File: config.mk
export PLATFORM = sky130hd
export DESIGN_NAME = normalized_line_convolution_core
export DESIGN_NICKNAME = d
export VERILOG_FILES = /design/src/design/nlc_pkg.sv /design/src/design/normalized_line_convolution_core.sv
export SDC_FILE = /design/constraint.sdc
export NUM_CORES = 1
export LEC_CHECK = 0
export ABC_AREA = 1
export BUFFER_PORTS_ARGS = -buffer_cell sky130_fd_sc_hd__buf_2
export CAP_MARGIN = 10
export CORE_UTILIZATION = 50
export DETAILED_ROUTE_END_ITERATION = 7
export PLACE_DENSITY_LB_ADDON = 0.15
export SYNTH_ARGS = -nofsm -noshare
export SYNTH_HDL_FRONTEND = slang
export SYNTH_SLANG_ARGS = --single-unit
File: constraint.sdc
create_clock -name clk_i -period 12.6 [get_ports clk_i]
set_input_delay 0 -clock clk_i [delete_from_list [all_inputs] [get_ports clk_i]]
set_output_delay 0 -clock clk_i [all_outputs]
set_load 0.005 [all_outputs]
File: src/design/nlc_pkg.sv
// Package for the normalized line convolution core: sizes, register
// indexes and the sequencer state type. No dependencies.
package nlc_pkg;

  localparam int unsigned MAX_RADIUS   = 3;
  localparam int unsigned PIXEL_BITS   = 12;
  localparam int unsigned TAP_BITS     = 8;
  localparam int unsigned RADIUS_BITS  = 2;
  localparam int unsigned WIN_DEPTH    = 2 * MAX_RADIUS + 1;
  localparam int unsigned AGE_BITS     = $clog2(WIN_DEPTH);
  localparam int unsigned POS_BITS     = $clog2(WIN_DEPTH + 1);
  localparam int unsigned TAP_IDX_BITS = (MAX_RADIUS > 0) ? $clog2(MAX_RADIUS + 1) : 1;
  localparam int unsigned WSUM_BITS    = TAP_BITS + $clog2(WIN_DEPTH);
  localparam int unsigned ACC_BITS     = PIXEL_BITS + WSUM_BITS;
  localparam int unsigned DIV_CNT_BITS = $clog2(PIXEL_BITS);
  localparam int unsigned TDATA_BITS   = ((PIXEL_BITS + 7) / 8) * 8;
  localparam int unsigned CFG_IDX_BITS = 3;
  localparam int unsigned CFG_DATA_BITS = 8;

  // Configuration register indexes
  localparam logic [CFG_IDX_BITS-1:0] REG_KERNEL_RADIUS = 3'd0;
  localparam logic [CFG_IDX_BITS-1:0] REG_TAP_CENTER    = 3'd1;

  typedef enum logic [1:0] {
    ST_IDLE,
    ST_MAC,
    ST_DIV,
    ST_EMIT
  } nlc_state_e;

endpackage

File: src/design/normalized_line_convolution_core.sv
// Normalized line convolution core: streaming symmetric line filter with
// border renormalization, bit-serial restoring divider.
// Depends on nlc_pkg.
//
// Usage:
//   s_axis carries pixels of one line in order, tlast on the last pixel.
//   m_axis carries filtered pixels, tlast on the final one of each line.
//   The cfg channel writes kernel_radius (index 0) and the taps (index 1 for
//   the center, then one per distance); it is always ready and is meant to be
//   written only while the core is idle.
// Flow: each result runs a multiply-accumulate pass over the window ages,
//   then the restoring divide, then a load of the output register.
//   A mid-line pixel yields at most one result, a line-end pixel up to
//   radius+1 results; no new pixel is taken until an item is through.
//   The MAC uses a single shared multiplier; the divider makes one bit per cycle.
//   Results trail the input by radius pixels; the line-end pixel flushes.
// Reset: registers return to radius 1 and all taps 1, window and line count
//   clear. A stalled receiver holds the output register; the core accepts
//   the next pixel meanwhile and waits before loading a new result.
module normalized_line_convolution_core
  import nlc_pkg::*;
(
  input  logic                     clk_i,
  input  logic                     rst_ni,
  // s_axis_tdata: [11:0] pixel_value, rest zero
  input  logic                     s_axis_tvalid,
  output logic                     s_axis_tready,
  input  logic [TDATA_BITS-1:0]    s_axis_tdata,
  input  logic                     s_axis_tlast,
  // m_axis_tdata: [11:0] filtered_value, rest zero
  output logic                     m_axis_tvalid,
  input  logic                     m_axis_tready,
  output logic [TDATA_BITS-1:0]    m_axis_tdata,
  output logic                     m_axis_tlast,
  input  logic                     cfg_valid_i,
  output logic                     cfg_ready_o,
  input  logic [CFG_IDX_BITS-1:0]  cfg_index_i,
  input  logic [CFG_DATA_BITS-1:0] cfg_data_i
);

  nlc_state_e state_q, state_d;

  logic [RADIUS_BITS-1:0]  radius_q;
  logic [TAP_BITS-1:0]     taps_q [MAX_RADIUS+1];
  logic [PIXEL_BITS-1:0]   window_q [WIN_DEPTH];
  logic [POS_BITS-1:0]     line_pos_q;
  logic [POS_BITS-1:0]     item_n_q;
  logic                    item_last_q;
  logic [AGE_BITS-1:0]     cur_c_q;
  logic [AGE_BITS-1:0]     age_q;
  logic [ACC_BITS-1:0]     acc_q;
  logic [WSUM_BITS-1:0]    wsum_q;
  logic [WSUM_BITS-1:0]    rem_q;
  logic [PIXEL_BITS-1:0]   quo_q;
  logic [DIV_CNT_BITS-1:0] div_cnt_q;
  logic                    out_valid_q;
  logic [PIXEL_BITS-1:0]   out_data_q;
  logic                    out_last_q;

  logic                    in_fire;
  logic                    out_fire;
  logic                    start_item;
  logic [AGE_BITS-1:0]     r_eff;
  logic [AGE_BITS-1:0]     start_c;
  logic [AGE_BITS-1:0]     tap_dist;
  logic [TAP_BITS-1:0]     tap;
  logic                    use_age;
  logic [ACC_BITS-1:0]     acc_next;
  logic [WSUM_BITS-1:0]    wsum_next;
  logic                    mac_done;
  logic [WSUM_BITS+1:0]    trial;
  logic                    div_done;
  logic                    out_free;
  logic                    more_results;

  assign in_fire    = s_axis_tvalid && s_axis_tready;
  assign out_fire   = m_axis_tvalid && m_axis_tready;
  assign cfg_ready_o = 1'b1;

  assign r_eff = (radius_q > RADIUS_BITS'(MAX_RADIUS)) ? AGE_BITS'(MAX_RADIUS)
                                                       : AGE_BITS'(radius_q);

  // Item control: which center to filter first and whether to filter at all
  always_comb begin
    start_item = 1'b0;
    start_c    = r_eff;
    if (in_fire) begin
      if (s_axis_tlast) begin
        start_item = 1'b1;
        start_c    = (POS_BITS'(r_eff) > line_pos_q) ? AGE_BITS'(line_pos_q) : r_eff;
      end else if (line_pos_q >= POS_BITS'(r_eff)) begin
        start_item = 1'b1;
      end
    end
  end

  // Multiply-accumulate over window ages, one age per cycle
  always_comb begin
    tap_dist = (age_q >= cur_c_q) ? age_q - cur_c_q : cur_c_q - age_q;
    tap  = (tap_dist <= AGE_BITS'(MAX_RADIUS)) ? taps_q[TAP_IDX_BITS'(tap_dist)] : '0;
    use_age = ({1'b0, age_q} <= ({1'b0, cur_c_q} + {1'b0, r_eff}))
           && (POS_BITS'(age_q) <= item_n_q)
           && (({1'b0, age_q} + {1'b0, r_eff}) >= {1'b0, cur_c_q});
    acc_next  = acc_q;
    wsum_next = wsum_q;
    if (use_age) begin
      acc_next  = acc_q + ACC_BITS'(window_q[age_q]) * ACC_BITS'(tap);
      wsum_next = wsum_q + WSUM_BITS'(tap);
    end
    mac_done = (age_q == AGE_BITS'(WIN_DEPTH - 1));
  end

  // Restoring division: the quotient fits PIXEL_BITS, so the upper bits
  // of the dividend preload the partial remainder
  always_comb begin
    trial    = {1'b0, rem_q, quo_q[PIXEL_BITS-1]} - {2'b00, wsum_q};
    div_done = (div_cnt_q == DIV_CNT_BITS'(PIXEL_BITS - 1));
  end

  assign out_free     = !out_valid_q || m_axis_tready;
  assign more_results = item_last_q && (cur_c_q != '0);

  // Next state
  always_comb begin
    state_d = state_q;
    unique case (state_q)
      ST_IDLE: if (start_item) state_d = ST_MAC;
      ST_MAC:  if (mac_done) state_d = ST_DIV;
      ST_DIV:  if (div_done) state_d = ST_EMIT;
      ST_EMIT: begin
        if (out_free) state_d = more_results ? ST_MAC : ST_IDLE;
      end
      default: state_d = ST_IDLE;
    endcase
  end

  // Outputs
  always_comb begin
    s_axis_tready = (state_q == ST_IDLE);
    m_axis_tvalid = out_valid_q;
    m_axis_tdata  = TDATA_BITS'(out_data_q);
    m_axis_tlast  = out_last_q;
  end

  always_ff @(posedge clk_i or negedge rst_ni) begin
    if (!rst_ni) begin
      state_q     <= ST_IDLE;
      radius_q    <= RADIUS_BITS'(1);
      for (int k = 0; k <= MAX_RADIUS; k++) taps_q[k] <= TAP_BITS'(1);
      for (int k = 0; k < WIN_DEPTH; k++) window_q[k] <= '0;
      line_pos_q  <= '0;
      out_valid_q <= 1'b0;
    end else begin
      state_q <= state_d;

      if (cfg_valid_i && cfg_ready_o) begin
        if (cfg_index_i == REG_KERNEL_RADIUS) radius_q <= cfg_data_i[RADIUS_BITS-1:0];
        for (int k = 0; k <= MAX_RADIUS; k++) begin
          if (cfg_index_i == REG_TAP_CENTER + CFG_IDX_BITS'(k))
            taps_q[k] <= cfg_data_i[TAP_BITS-1:0];
        end
      end

      if (in_fire) begin
        for (int k = WIN_DEPTH - 1; k > 0; k--) window_q[k] <= window_q[k-1];
        window_q[0] <= s_axis_tdata[PIXEL_BITS-1:0];
        if (s_axis_tlast) begin
          line_pos_q <= '0;
        end else if (line_pos_q != POS_BITS'(WIN_DEPTH)) begin
          line_pos_q <= line_pos_q + POS_BITS'(1);
        end
      end

      // Load takes priority over the drain of the same cycle
      if (state_q == ST_EMIT && out_free) begin
        out_valid_q <= 1'b1;
      end else if (out_fire) begin
        out_valid_q <= 1'b0;
      end
    end
  end

  // Datapath registers
  always_ff @(posedge clk_i) begin
    unique case (state_q)
      ST_IDLE: begin
        item_n_q    <= line_pos_q;
        item_last_q <= s_axis_tlast;
        cur_c_q     <= start_c;
        age_q       <= '0;
        acc_q       <= '0;
        wsum_q      <= '0;
      end
      ST_MAC: begin
        acc_q  <= acc_next;
        wsum_q <= wsum_next;
        age_q  <= age_q + AGE_BITS'(1);
        if (mac_done) begin
          rem_q     <= acc_next[ACC_BITS-1:PIXEL_BITS];
          quo_q     <= acc_next[PIXEL_BITS-1:0];
          div_cnt_q <= '0;
        end
      end
      ST_DIV: begin
        div_cnt_q <= div_cnt_q + DIV_CNT_BITS'(1);
        if (!trial[WSUM_BITS+1]) begin
          rem_q <= trial[WSUM_BITS-1:0];
          quo_q <= {quo_q[PIXEL_BITS-2:0], 1'b1};
        end else begin
          rem_q <= {rem_q[WSUM_BITS-2:0], quo_q[PIXEL_BITS-1]};
          quo_q <= {quo_q[PIXEL_BITS-2:0], 1'b0};
        end
      end
      ST_EMIT: begin
        if (out_free) begin
          out_data_q <= (wsum_q == '0) ? '0 : quo_q;
          out_last_q <= item_last_q && (cur_c_q == '0);
          // Step to the next newer center of the flush
          cur_c_q    <= cur_c_q - AGE_BITS'(more_results);
          age_q      <= '0;
          acc_q      <= '0;
          wsum_q     <= '0;
        end
      end
      default: ;
    endcase
  end

endmodule
==> qor.txt, run 1 <==
================================================================================
Top cell type's share of synthesized area .........................        20.1%
Cell Area, Synth ..................................................    14800 um2
Crit Path Max Fanout ..............................................           17
Initial detailed-routing violation count ..........................          761
Final hold violation count ........................................            0
DPL Wire Length ...................................................      24.7 mm
Root Buffer ....................................................... sky130_fd_sc_hd__clkbuf_16
Leading cell types by total area after synthesis .................. sky130_fd_sc_hd__dfrtp_1, sky130_fd_sc_hd__edfxtp_1, sky130_fd_sc_hd__fa_1, sky130_fd_sc_hd__nand2_1, sky130_fd_sc_hd__ha_1
Setup Total Neg Slack .............................................         0 ns
CTS tree ..........................................................          yes
Share of layout cells above drive strength 1 ......................        7.62%
Total of flip-flops plus latches after synthesis ..................          208
Filler cell count .................................................         2713
Biggest area consumer among synthesized cells ..................... sky130_fd_sc_hd__dfrtp_1
Area share of fa/ha/maj cells after synthesis .....................        19.2%
Number of global-route vias before repair .........................        11800
Setup Fix Bufs, Post-CTS ..........................................            0
Critical path start-end classification ............................ register to register
Total count of max-transition violations in the final report ......            0
Commonest cells after routing, fill and taps aside ................ sky130_fd_sc_hd__nand2_1, sky130_fd_sc_hd__inv_1, sky130_fd_sc_hd__o21ai_0
Max Cap Violations ................................................            0
CP Data Arrival Time ..............................................      7.32 ns
Share of the synthesized area in compound gates (AO/OA/AOI/OAI) ...        11.5%
Number of unique standard cell types used by synthesis ............           45
Syn. warnings .....................................................            0
Via count .........................................................        11700
# resized after CTS ...............................................            0
First-pass GRT wire length ........................................      58.8 mm
Wire length after detailed routing ................................      35.0 mm
Minimum clock period ..............................................      7.05 ns
Largest family of logic cells by synthesized area .................  adder cells
Worst slew margin .................................................        20.8%
Depth of the most critical reg-to-reg path ........................           27
Fraction of the mapped netlist area in simple logic gates .........        18.3%
Maximum number of pins on one net before global-route repair ......           86
Final worst clock skew ............................................    0.0173 ns
Effective utilization at floorplan ................................        51.3%
Number of antenna violations at the first check in global routing .            0
CTS Hold Bufs .....................................................           28
Post-DR vias/cell .................................................         5.22
I/O pin count .....................................................           53
Total routing resource utilization after global routing ...........        23.9%
Number of design rule violations left after detail routing ........            0
Xor-xnor portion of the synthesized cell area .....................        1.36%
Number of nets in the layout ......................................         2056
Final setup violating endpoints ...................................            0
Unrepaired setup endpoints after global routing ...................        false
Status ............................................................ finished clean
Antenna diode count ...............................................            0
Number of buffers on the longest clock path .......................            3
WP data required ..................................................     12.88 ns
CORE AREA .........................................................    28900 um2
Height of the die .................................................       174 um
Share of synthesized area spent on multiplexers ...................        1.15%
CTS sink count ....................................................          208
Chip Width ........................................................       174 um
WL per Instance ...................................................      15.6 um
Slew of the pin with the lowest slew margin .......................      1.19 ns
Type of the tightest min-delay check .............................. input pin to async pin
Final standard cell utilization of the core .......................        56.5%
Endpoint kind of the worst setup timing path ......................     register
Share of synthesized area occupied by flip-flops and latches ......        37.9%
Per-instance average area after synthesis .........................     8.24 um2
Global route total overflow .......................................            0
Most common library cell in the layout ignoring fill and taps ..... sky130_fd_sc_hd__nand2_1
TritonCTS Buffers .................................................           25
Growth of design area from synthesis to finish ....................        10.2%
Area of the die ...................................................    30400 um2
Clock latency on the worst-skew pair ..............................      0.54 ns
Maximum frequency from static timing analysis .....................    0.142 GHz
Post-synthesis instance total .....................................         1802
Count of port buffers added during placement ......................           43
Routability-driven placement congestion ratio .....................        0.901
CTS clock-pin slew for the worst setup and hold paths .............      0.06 ns
Antenna Violating Nets Remaining ..................................            0
First-pass iteration count of the detailed router .................            5
Deepest level of the CTS H-tree ...................................            1
Number of rows created at floorplan ...............................           62
Post-route fraction of the period consumed by the critical path ...        55.9%
Startpoint types ..................................................     register
================================================================================
## per-stage QoR
stage	instances	setup slack [ns]	instance area, um2	hold slack, ns
floorplan	1805	6.75	14900	-0.296
global placement	2174	5.63	15300	0.136
detailed placement	2174	5.63	15300	0.146
CTS	2248	5.59	16400	0.118
global route	2248	5.10	16400	0.188
finish	2248	5.55	16400	0.123
## synthesized netlist by cell type (all sizes together)
cell / number
edfxtp: 84
nor3: 5
dfrtp: 119
nand4: 6
inv: 310
nor3b: 1
mux2i: 8
and2: 4
nand3: 73
mux2: 8
o21a: 1
clkbuf: 33
xnor2: 13
o21ai: 211
xor2: 10
fa: 84
or2: 10
o311ai: 1
a21oi: 80
o21bai: 3
dfstp: 5
nor2: 160
nor4: 3
o211ai: 19
a31oi: 4
conb: 2
a21o: 3
ha: 94
nand2: 409
o2111ai: 1
o22ai: 1
buf: 36
nand3b: 1
## cell type report
type / count / area, um2 / share of cell area [%]
Multi-Input combinational cell: 1218 / 7690 / 47.0
Sequential cell: 208 / 5630 / 34.4
Inverter: 310 / 1160 / 7.11
Clock buffer: 29 / 661 / 4.04
Timing Repair Buffer: 82 / 581 / 3.55
Tap cell: 384 / 480 / 2.94
Clock inverter: 17 / 153 / 0.933
## worst max-delay path: stages, from the launching register on
cell and delay [ns]:
sky130_fd_sc_hd__edfxtp_1 0.45, sky130_fd_sc_hd__inv_1 0.11, sky130_fd_sc_hd__ha_1 0.90, sky130_fd_sc_hd__nand3_2 0.13
sky130_fd_sc_hd__nand3_2 0.14, sky130_fd_sc_hd__inv_2 0.05, sky130_fd_sc_hd__nand2_2 0.07, sky130_fd_sc_hd__nand2_4 0.13
sky130_fd_sc_hd__o21ai_1 0.27, sky130_fd_sc_hd__nand2_1 0.36, sky130_fd_sc_hd__inv_1 0.31, sky130_fd_sc_hd__nand2_1 0.10
sky130_fd_sc_hd__fa_1 0.49, sky130_fd_sc_hd__fa_1 0.55, sky130_fd_sc_hd__inv_1 0.06, sky130_fd_sc_hd__fa_1 0.53
sky130_fd_sc_hd__inv_1 0.06, sky130_fd_sc_hd__fa_1 0.53, sky130_fd_sc_hd__inv_1 0.05, sky130_fd_sc_hd__ha_1 0.35
sky130_fd_sc_hd__nand2_1 0.12, sky130_fd_sc_hd__nor2_1 0.18, sky130_fd_sc_hd__nor2_1 0.09, sky130_fd_sc_hd__or2_2 0.30
sky130_fd_sc_hd__nand3_1 0.09, sky130_fd_sc_hd__nand3_1 0.09, sky130_fd_sc_hd__nand3_1 0.19, sky130_fd_sc_hd__nand2_1 0.08
## final timing paths
check	from	to	slack [ns]
worst max-delay path	cur_c_q[0]$_DFFE_PP_	rem_q[4]$_DFFE_PP_	5.55
worst min-delay path	rst_ni	window_q[45]$_DFFE_PN0P_	0.12
worst max register to register	cur_c_q[0]$_DFFE_PP_	rem_q[4]$_DFFE_PP_	5.55
worst min register to register	taps_q[4]$_DFFE_PN0P_	taps_q[4]$_DFFE_PN0P_	0.48
max in group asynchronous	rst_ni	taps_q[5]$_DFFE_PN0P_	11.14
min in group clk_i	cfg_index_i[2]	taps_q[0]$_DFFE_PN1P_	0.17
## flip-flops by register name (all words and copies together) (netlist names), 3 cells and up
| name | cells |
|---|---|
| taps_q | 32 |
| item_n_q | 3 |
| window_q | 84 |
| acc_q | 23 |
| quo_q | 12 |
| wsum_q | 11 |
| line_pos_q | 3 |
| div_cnt_q | 4 |
| cur_c_q | 3 |
| age_q | 3 |
| out_data_q | 12 |
| rem_q | 11 |
## cell families after synthesis
group	count (synthesis)
flip-flops	208
other	2
multiplexers	16
adder cells (fa/ha/maj)	178
XOR/XNOR	23
AO/OA/AOI/OAI	324
AND/OR/NAND/NOR	672
buffers and inverters	379
## routing by layer
metal	vias up	share of wire (%)	GRT usage, %
met4	0	2.8	7.57
met3	56	4.2	2.84
met1	5671	44	31.9
met2	215	49	40.6
li1	5798	-	-
met5	-	0	0
Power of run 1 is not shown: default switching activity piles up to over one toggle a cycle in this logic, so the estimate is an artifact.
==> run 2: changes to the inputs <==
==> constraint.sdc (replaced) <==
create_clock -name clk_i -period 6.74 [get_ports clk_i]
set_input_delay 0 -clock clk_i [delete_from_list [all_inputs] [get_ports clk_i]]
set_output_delay 0 -clock clk_i [all_outputs]
set_load 0.005 [all_outputs]
==> run 2 against run 1 <==
Flip-flop and latch count stayed put; global-route usage fell by 0.46 points; wire length fell by 0.55%; register-to-register slack worse by 5.2 ns; first-iteration DRC count up 3.7%; non-clock buffer count increased by 10; sequential share of layout area shrank 0.21 points; count of clock-buffer cells in the layout increased by 10; critical endpoint is now rem_q[5]$_DFFE_PP_.
==> qor.txt, run 2 (synthesized netlist as in run 1, its figures left out) <==
================================================================================
Status ............................................................ finished clean
Top reg by flops ..................................................     window_q
Family with the most delay on the worst path ......................  adder cells
Final worst clock skew ............................................   0.00877 ns
Type of the tightest min-delay check .............................. input pin to register
Minimum setup slack after placement ...............................     0.437 ns
CP max-delay cell ................................................. sky130_fd_sc_hd__fa_1
Deepest level of the CTS H-tree ...................................            1
Most common library cell in the layout ignoring fill and taps ..... sky130_fd_sc_hd__nand2_1
Number of antenna violations at the first check in global routing .            0
Clock latency on the worst-skew pair ..............................      0.52 ns
Initial detailed-routing violation count ..........................          789
Setup ws final ....................................................     0.399 ns
Most used cell, CP ................................................ sky130_fd_sc_hd__nand2_1
Total count of max-transition violations in the final report ......            0
CTS sink count ....................................................          208
Crit Path Max Fanout ..............................................           16
Max Cap Violations ................................................            0
Final hold violation count ........................................            0
Count of port buffers added during placement ......................           43
Commonest cells after routing, fill and taps aside ................ sky130_fd_sc_hd__nand2_1, sky130_fd_sc_hd__inv_1, sky130_fd_sc_hd__o21ai_0
First-pass GRT wire length ........................................      57.5 mm
Wire length after detailed routing ................................      34.8 mm
CP Data Arrival Time ..............................................      6.61 ns
Via count .........................................................        11700
Number of rows created at floorplan ...............................           62
Largest registers ................................................. window_q: 84 flops, taps_q: 32 flops, acc_q: 23 flops
Number of design rule violations left after detail routing ........            0
Unrepaired setup endpoints after global routing ...................        false
I/O pin count .....................................................           53
Worst slew margin .................................................        21.9%
CORE AREA .........................................................    28900 um2
Critical path start-end classification ............................ register to register
Area of the die ...................................................    30400 um2
Post-DR vias/cell .................................................         5.20
Height of the die .................................................       174 um
WL per Instance ...................................................      15.4 um
Total routing resource utilization after global routing ...........        23.5%
Number of buffers on the longest clock path .......................            3
Number of nets in the layout ......................................         2066
Antenna Violating Nets Remaining ..................................            0
Antenna diode count ...............................................            0
Slew of the pin with the lowest slew margin .......................      1.17 ns
CTS clock-pin slew for the worst setup and hold paths .............      0.06 ns
Root Buffer ....................................................... sky130_fd_sc_hd__clkbuf_16
Stage delay of the slowest cell on the critical path ..............      0.56 ns
Setup Total Neg Slack .............................................         0 ns
Minimum clock period ..............................................      6.34 ns
Buffers & Inverters on Critical Path ..............................            7
TritonCTS Buffers .................................................           25
Post-route fraction of the period consumed by the critical path ...        94.1%
WP data required ..................................................      7.01 ns
Effective utilization at floorplan ................................        51.3%
Flip-flop count of the largest register after layout ..............           84
Routability-driven placement congestion ratio .....................        0.930
Maximum frequency from static timing analysis .....................    0.158 GHz
Number of global-route vias before repair .........................        11500
CTS tree ..........................................................          yes
First-pass iteration count of the detailed router .................            5
DPL Wire Length ...................................................      25.1 mm
Final setup violating endpoints ...................................            0
Endpoint kind of the worst setup timing path ......................     register
Share of layout cells above drive strength 1 ......................        7.90%
Growth of design area from synthesis to finish ....................        10.9%
Chip Width ........................................................       174 um
Startpoint types ..................................................     register
Global route total overflow .......................................            0
Maximum number of pins on one net before global-route repair ......           87
================================================================================
## run 2: cell count changes in the layout (fill, tap and decap cells not counted), sizes merged
cell / previous run / this run
clkinvlp: 3 / 0
clkinv: 10 / 3
buf: 54 / 64
bufinv: 2 / 1
clkbuf: 29 / 39
## run 2: tightest hold or removal path, cell delays in order
cell	delay (ns)
sky130_fd_sc_hd__buf_2	0.11
sky130_fd_sc_hd__o21ai_0	0.11
sky130_fd_sc_hd__nand2_1	0.08
sky130_fd_sc_hd__nand2_1	0.12
sky130_fd_sc_hd__o21ai_0	0.09
## run 2: final cells by class
class	count	area [um2]
timing repair buffer	92	668
multi-input combinational	1218	7690
clock buffer	39	771
inverter	310	1160
fill	2647	12500
sequential	208	5630
tap	384	480
clock inverter	6	53.8
## run 2: per-stage QoR
| step | hold slack [ns] | utilization [%] | area (um2) | instances |
|---|---|---|---|---|
| 6_report | 0.0373 | 56.9 | 16500 | 2257 |
| 3_3_place_gp | 0.124 | 53.0 | 15300 | 2182 |
| 5_1_grt | 0.0903 | 56.9 | 16500 | 2257 |
| 4_1_cts | 0.00833 | 56.8 | 16400 | 2255 |
| 3_5_place_dp | 0.127 | 53.0 | 15300 | 2182 |
| 2_1_floorplan | -0.296 | - | 14900 | 1805 |
## run 2: timing repair
item,CTS,global route
buffers inserted,0,2
gates resized for setup,0,1
setup endpoints to repair,0,2
endpoints found under the hold margin,111,0
hold buffers,28,0
## run 2: layer usage
layer | vias to the layer above | GRT usage [%] | share of wire [%]
met4 | 0 | 5.63 | 2.0
met5 | - | 0 | 0
met1 | 5625 | 32.0 | 45
met3 | 51 | 2.78 | 4.9
li1 | 5817 | - | -
met2 | 250 | 39.8 | 48
## run 2: path summary, 6_finish.rpt
check,startpoint,depth (start not counted),endpoint,slack (ns)
max,cur_c_q[0]$_DFFE_PP_,30,rem_q[5]$_DFFE_PP_,0.40
min,s_axis_tvalid,5,state_q[1]$_DFFE_PN0P_,0.04
min reg2reg,taps_q[3]$_DFFE_PN0P_,2,taps_q[3]$_DFFE_PN0P_,0.48
min in group asynchronous,rst_ni,2,window_q[73]$_DFFE_PN0P_,0.10
max in group asynchronous,rst_ni,3,m_axis_tvalid$_DFFE_PN0P_,5.29
max reg2reg,cur_c_q[0]$_DFFE_PP_,30,rem_q[5]$_DFFE_PP_,0.40
Power of run 2 is left out for the same reason.
